`src/hw/rtl/rqa_pkg.sv`:
```
// ----------------------------------------------------------------------------
// rqa_pkg: shared types and constants of the aging ready queue
// Field widths, request and status codes, the queue entry type and the
// per-cell control struct used between the top level and the slot cells.
// ----------------------------------------------------------------------------
package rqa_pkg;

    // Field widths
    localparam int REQ_W    = 2;
    localparam int PID_W    = 16;
    localparam int REM_W    = 16;
    localparam int WAIT_W   = 32;
    localparam int STARVE_W = 8;
    localparam int TICK_W   = 16;
    localparam int PIDX_W   = 4;
    localparam int STAT_W   = 2;
    localparam int OCC_W    = 5;
    localparam int SPOS_W   = 4;

    // Request kinds
    localparam logic [REQ_W-1:0] REQ_ENQ   = 2'd0;
    localparam logic [REQ_W-1:0] REQ_DEQ   = 2'd1;
    localparam logic [REQ_W-1:0] REQ_TICK  = 2'd2;
    localparam logic [REQ_W-1:0] REQ_PROMO = 2'd3;

    // Result status codes
    localparam logic [STAT_W-1:0] STAT_OK         = 2'd0;
    localparam logic [STAT_W-1:0] STAT_DEQ_EMPTY  = 2'd1;
    localparam logic [STAT_W-1:0] STAT_ENQ_FULL   = 2'd2;
    localparam logic [STAT_W-1:0] STAT_PROMO_BAD  = 2'd3;

    // Starvation limit after reset, largest reportable starved position
    localparam logic [STARVE_W-1:0] LIMIT_RST = 8'd5;
    localparam logic [SPOS_W-1:0]   SPOS_MAX  = 4'd15;

    // One queue entry
    typedef struct packed {
        logic [PID_W-1:0]    pid;
        logic [REM_W-1:0]    remaining;
        logic [WAIT_W-1:0]   wait_cnt;
        logic [STARVE_W-1:0] starve;
    } t_entry;

    // What a cell does in this cycle
    typedef enum logic [2:0] {
        CA_HOLD,
        CA_LOAD,
        CA_FROM_LEFT,
        CA_FROM_RIGHT,
        CA_TICK
    } t_cell_act;

    // Control handed to every cell
    typedef struct packed {
        t_cell_act           act;
        logic [TICK_W-1:0]   tick_amt;
        logic [STARVE_W-1:0] limit;
    } t_cell_ctl;

endpackage

```
`src/hw/rtl/rqa_cell.sv`:
```
// ----------------------------------------------------------------------------
// rqa_cell: one slot of the queue chain
// Holds one entry; loads a new entry, takes its left or right neighbor's
// entry, or ages its own entry with saturation. Flags itself as starved.
// ----------------------------------------------------------------------------
module rqa_cell import rqa_pkg::*; (
    input  logic      i_clk,
    input  t_cell_ctl i_ctl,
    input  t_entry    i_load,
    input  t_entry    i_left,
    input  t_entry    i_right,
    output t_entry    o_entry,
    output logic      o_starved
);

    t_entry            r_entry;
    t_entry            n_entry;
    logic [WAIT_W:0]   w_sum;

    // Saturating age of the held entry
    assign w_sum = {1'b0, r_entry.wait_cnt} + (WAIT_W + 1)'(i_ctl.tick_amt);

    // Pick the next entry
    always_comb begin
        n_entry = r_entry;
        case (i_ctl.act)
            CA_HOLD:       n_entry = r_entry;
            CA_LOAD:       n_entry = i_load;
            CA_FROM_LEFT:  n_entry = i_left;
            CA_FROM_RIGHT: n_entry = i_right;
            CA_TICK: begin
                n_entry.wait_cnt = w_sum[WAIT_W] ? '1 : w_sum[WAIT_W-1:0];
                if (r_entry.starve != '1) begin
                    n_entry.starve = r_entry.starve + 1'b1;
                end
            end
            default:       n_entry = r_entry;
        endcase
    end

    // Hold the entry
    always_ff @(posedge i_clk) begin
        r_entry <= n_entry;
    end

    assign o_entry   = r_entry;
    assign o_starved = (r_entry.starve >= i_ctl.limit);

endmodule

```
`config.mk`:
```
export PLATFORM = sky130hd
export DESIGN_NAME = rqa_cell
export DESIGN_NICKNAME = d
export VERILOG_FILES = /design/src/hw/rtl/rqa_pkg.sv /design/src/hw/rtl/rqa_cell.sv
export SDC_FILE = /design/constraint.sdc
export NUM_CORES = 1
export LEC_CHECK = 0
export BUFFER_PORTS_ARGS = -buffer_cell sky130_fd_sc_hd__buf_2
export CORE_AREA = 3 3 122 124
export CTS_BUF_LIST = sky130_fd_sc_hd__clkbuf_4 sky130_fd_sc_hd__clkbuf_8
export CTS_CLUSTER_DIAMETER = 150
export DETAILED_ROUTE_END_ITERATION = 12
export DIE_AREA = 0 0 125 127
export PLACE_DENSITY = 0.75
export RECOVER_POWER = 25
export SLEW_MARGIN = 5
export SYNTH_ARGS = -nofsm -noshare
export SYNTH_HDL_FRONTEND = slang
export SYNTH_SLANG_ARGS = --single-unit
```
`constraint.sdc`:
```
create_clock -name i_clk -period 6.25 [get_ports i_clk]
set_input_delay 0.9375 -clock i_clk [delete_from_list [all_inputs] [get_ports i_clk]]
set_output_delay 0.9375 -clock i_clk [all_outputs]
set_load 0.02 [all_outputs]
```
Word-level counts from Yosys, hierarchy flattened
Index checks and enable logic that the tools add are counted.
{"block": "totals", "ff_bits": 72, "out_inout_bits": 73}
{"block": "op_classes", "n_addsub": 2, "order_cmp": 1, "n_eq_ne": 6, "muxes": 4, "reduce_logical": 3}
{"op": "$pmux W40 S4", "n": 1}
{"op": "$pmux W32 S3", "n": 1}
{"op": "$add A32 B16 Y33", "n": 1}
{"op": "$mux W32", "n": 1}
{"op": "$add A8 B1 Y8 const B", "n": 1}
{"op": "$ge A8 B8 Y1", "n": 1}
{"op": "$mux W8", "n": 1}
{"op": "$ne A8 B8 Y1 const B", "n": 1}
{"op": "$eq A3 B2 Y1 const B", "n": 2}
{"op": "$reduce_bool A4 Y1", "n": 1}
{"op": "$eq A3 B1 Y1 const B", "n": 1}
{"op": "$eq A3 B3 Y1 const B", "n": 1}
{"op": "$reduce_bool A3 Y1", "n": 1}
{"op": "$ne A2 B2 Y1 const B", "n": 1}
{"op": "$reduce_and A2 Y1", "n": 1}

Logic depth before layout (Yosys ltp)
{"block": "depth", "word_depth": 3, "ltp_mapped": 9, "mapped_depth_nobuf": 9}

Worst setup path before layout
OpenSTA, ideal clock, no wires.
{"block": "synth_timing", "path_type": "input -> register", "from": "in i_ctl[25] (netlist name)", "to": "reg r_entry (netlist bit o_entry[0]) (enable)", "arrival_ns": 3.610, "t_required_ns": 5.915, "slack_ns": 2.305, "stages": 4, "path_buffers": 1, "cell_sequence": "clkbuf_1 nor2_1 xnor2_1 o31a_1"}
{"block": "synth_via", "elab_chain_cells": 3, "elab_cells_between_ends": 7, "cone_classes": "eq/ne (5); reduce/logical (2)"}
{"item": "start, declared", "line": "rqa_cell.sv:8", "text": "input t_cell_ctl i_ctl,"}
{"item": "$eq A3 B3 Y1 (tied with other cells)", "line": "rqa_cell.sv:26", "text": "case (i_ctl.act)"}
{"item": "$ne A2 B2 Y1 (no line) or $reduce_bool A4 Y1 (tied branches)"}
{"item": "$reduce_and A2 Y1 (no line) (*)"}
{"item": "end signal, assigned", "line": "rqa_cell.sv:43", "text": "r_entry <= n_entry;"}
{"item": "end, declared", "line": "rqa_cell.sv:16", "text": "t_entry r_entry;"}
Mark *: on every way between the ends. The rest lies on a longest branch, timed or not.
A chain may end at the register's enable or synchronous reset.

Worst setup path after layout
{"block": "layout_timing", "from": "in i_ctl[0] (netlist name)", "to": "out o_starved"}
{"block": "layout_via", "elab_chain_cells": 1}
{"item": "$ge A8 B8 Y1", "line": "rqa_cell.sv:47", "text": "assign o_starved = (r_entry.starve >= i_ctl.limit);"}
{"item": "end, declared", "line": "rqa_cell.sv:13", "text": "output logic o_starved"}
No other way between the ends.

==> metrics <==
outcome=finished, final reports clean; setup bufs post-CTS=0; compound-gate portion of the synthesized area=24.5%; CP Class=in2out; CORE AREA=13,900 sq um; commonest cells after routing, fill and taps aside=261 x buf_2, 114 x a21oi_1, 78 x mux2i_1; Ys Warns=0; DRC viols=0; Vias/cell=5.54; Clock Latency Late Sink=0.37 ns; Critical Path End Type=output port; Post-synth EDFFs=72; commonest non-fill, non-tap cell in the layout=buf_2; area post-placement=7530 sq um; Clock power frac=27.9%; gr ovfl total=0; clock slew seen by the registers of the worst setup and hold paths=0.09 ns; IO buf count=316; unrepaired setup endpoints after global routing=false; total track usage=25.2%; CP Data Arrival Time=2.35 ns; layout filler cell count=1,341; share of layout cells above drive strength 1=31.7%; CTS tree=yes; post-synthesis xor/xnor area fraction=3.16%; chip height=127 microns; worst-case vdd ir drop=0.000116 V; final core utilization=55.6%; share of power burned in registers=38.8%; DRT antenna net count=0; hold buffers post-CTS=0; Final Skew=0.00980 ns; Starting DRT DRC Count=458; post-synthesis async set-or-reset flop share=0%; Yosys cell types=54; final wirelength=21,100 microns; Slew @ Worst Pin=0.983 ns; Post-Place Worst Slack=2.67 ns; clock sink count=72; GP Congestion=0.930; Layout area overhead=32.7%; die span in x=125 microns; drt first pass iters=5; Adder-Cell Fraction of Synth Area=5.72%; switching power total=571 uW; initial antenna violation count=5; WL/cell=18.6 microns; Finished Cell Area=7720 sq um; fin nets=1,210; Slew Limit Fails=0; die area=15,900 sq um; top_reg_cell synth=edfxtp_1; Max-cap violations=0; switching share of power=34.5%; Setup WS post-layout=2.97 ns; Post-Syn Area=5820 sq um; cts repair resizes=0; final hold viol count=0; global-route wire length before repair=31,900 microns; Worst Setup Start Kind=input pin; Synth Area in Simple Gates=12.1%; CTS Buf Count=9; Final min period=3.28 ns; f_max=305 MHz; # rows=43; Syn Area/Cell=8.99 sq um; syn_nets=917; clk buf depth=2; total power=1.66 mW; vias in the first global route=6,042; fin crit share=52.5%; post-synthesis mux area share=13.6%; FF+latch count, synth=72; Pint=1.09 mW; largest net degree at the start of global routing=100; I/O pins=317; Initial Utilization=41.9%; Crit Path Max Fanout=1; largest family of logic cells by synthesized area=compound AO/OA/AOI/OAI gates; register area share after synthesis=37.2%; register area=2160 sq um; CTS root buffer=clkbuf_8; worst min-delay path category=reg2reg; Leakage=3.53 nW; Via Count=6,265; TNS Setup=0 ns; placed wire-length estimate=16,400 microns; PD cells=215 nW/um^2; max FFs per register=72; final setup fails=0; multi-input logic area=3460 sq um; Comb pwr share=33.3%; WP data required=5.31 ns; Relative slew margins=34.5%; H-Tree Depth=3; Post-Syn Instances=647
-- cells in the mapped netlist (2+ instances only) --
cell / n / area [sq um]
a211oi_1: 6 / 45.0
a21boi_0: 4 / 30.0
a21o_1: 11 / 82.6
a21oi_1: 114 / 571
a221oi_1: 5 / 43.8
a31oi_1: 9 / 56.3
and2_1: 2 / 12.5
and3_1: 13 / 81.3
buf_1: 5 / 18.8
buf_2: 10 / 50.1
clkbuf_1: 24 / 90.1
edfxtp_1: 72 / 2160
ha_1: 25 / 313
inv_1: 15 / 56.3
mux2i_1: 78 / 781
nand2_1: 31 / 116
nand2b_1: 4 / 25.0
nand3_1: 12 / 60.1
nand4_1: 6 / 37.5
nor2_1: 66 / 248
nor2b_1: 3 / 18.8
nor3_1: 4 / 20.0
o2111a_1: 2 / 22.5
o211ai_1: 11 / 82.6
o21a_1: 4 / 30.0
o21ai_0: 45 / 225
o21ai_1: 14 / 70.1
o21ai_2: 2 / 17.5
o31ai_1: 3 / 22.5
or3_1: 4 / 25.0
xnor2_1: 13 / 114
xor2_1: 8 / 70.1
-- final timing paths --
path | start | end | slack (ns) | depth (start not counted)
hold reg to reg | o_entry[38] | o_entry[38] | 0.72 | 2
setup / recovery | i_ctl[0] | o_starved | 2.97 | 10
setup reg to reg | o_entry[8] | o_entry[19] | 3.29 | 9
hold / removal | o_entry[38] | o_entry[38] | 0.72 | 2
-- layout make-up --
type                    count  area share, %
clock buffers               9           1.61
diodes                      5          0.162
clock inverters             7           1.54
well taps                 180           2.92
repair buffers            321           20.1
multi-input cells         520           44.8
inverters                  16          0.778
flip-flops and latches     72           28.0
-- logic make-up (layout without fill, tap and decap cells) --
kind of cell / Yosys count / after routing
AO/OA/AOI/OAI: 242 / 242
XOR/XNOR: 21 / 21
adder cells (fa/ha/maj): 26 / 26
buffers and inverters: 55 / 353
flip-flops: 72 / 72
multiplexers: 79 / 79
other: 0 / 5
AND/OR/NAND/NOR: 152 / 152
-- critical path, stage by stage --
cell and delay (ns):
buf_2 0.10, ha_1 0.27, nand2b_1 0.14, a21o_1 0.17, a21o_1 0.17, a21oi_1 0.13, nor2b_1 0.05, o21ai_0 0.13
a21oi_1 0.08, buf_2 0.16
-- power groups by stage --
stage / registers, mW / logic, mW / clock network [mW]
after floorplan: 0.710 / 0.284 / 0
after global placement: 0.652 / 0.550 / 0
after detailed placement: 0.653 / 0.557 / 0
after CTS: 0.642 / 0.560 / 0.468
after global routing: 0.651 / 0.606 / 0.484
final: 0.644 / 0.551 / 0.462
-- per-layer routing --
metal | global-route usage [%] | vias up | share of wire (%)
met3 | 4.43 | 39 | 7.9
met5 | 0 | - | 0
met2 | 43.0 | 306 | 50
met4 | 11.7 | 0 | 3.4
li1 | - | 3022 | -
met1 | 31.3 | 2898 | 39
-- metrics by stage --
step / cells / hold WS [ns]
after floorplan: 647 / 0.737
after global placement: 1109 / 0.664
after detailed placement: 1109 / 0.686
after CTS: 1125 / 0.705
after global routing: 1130 / 0.764
final: 1130 / 0.724
No activity file was read; power rests on OpenSTA's default activity.
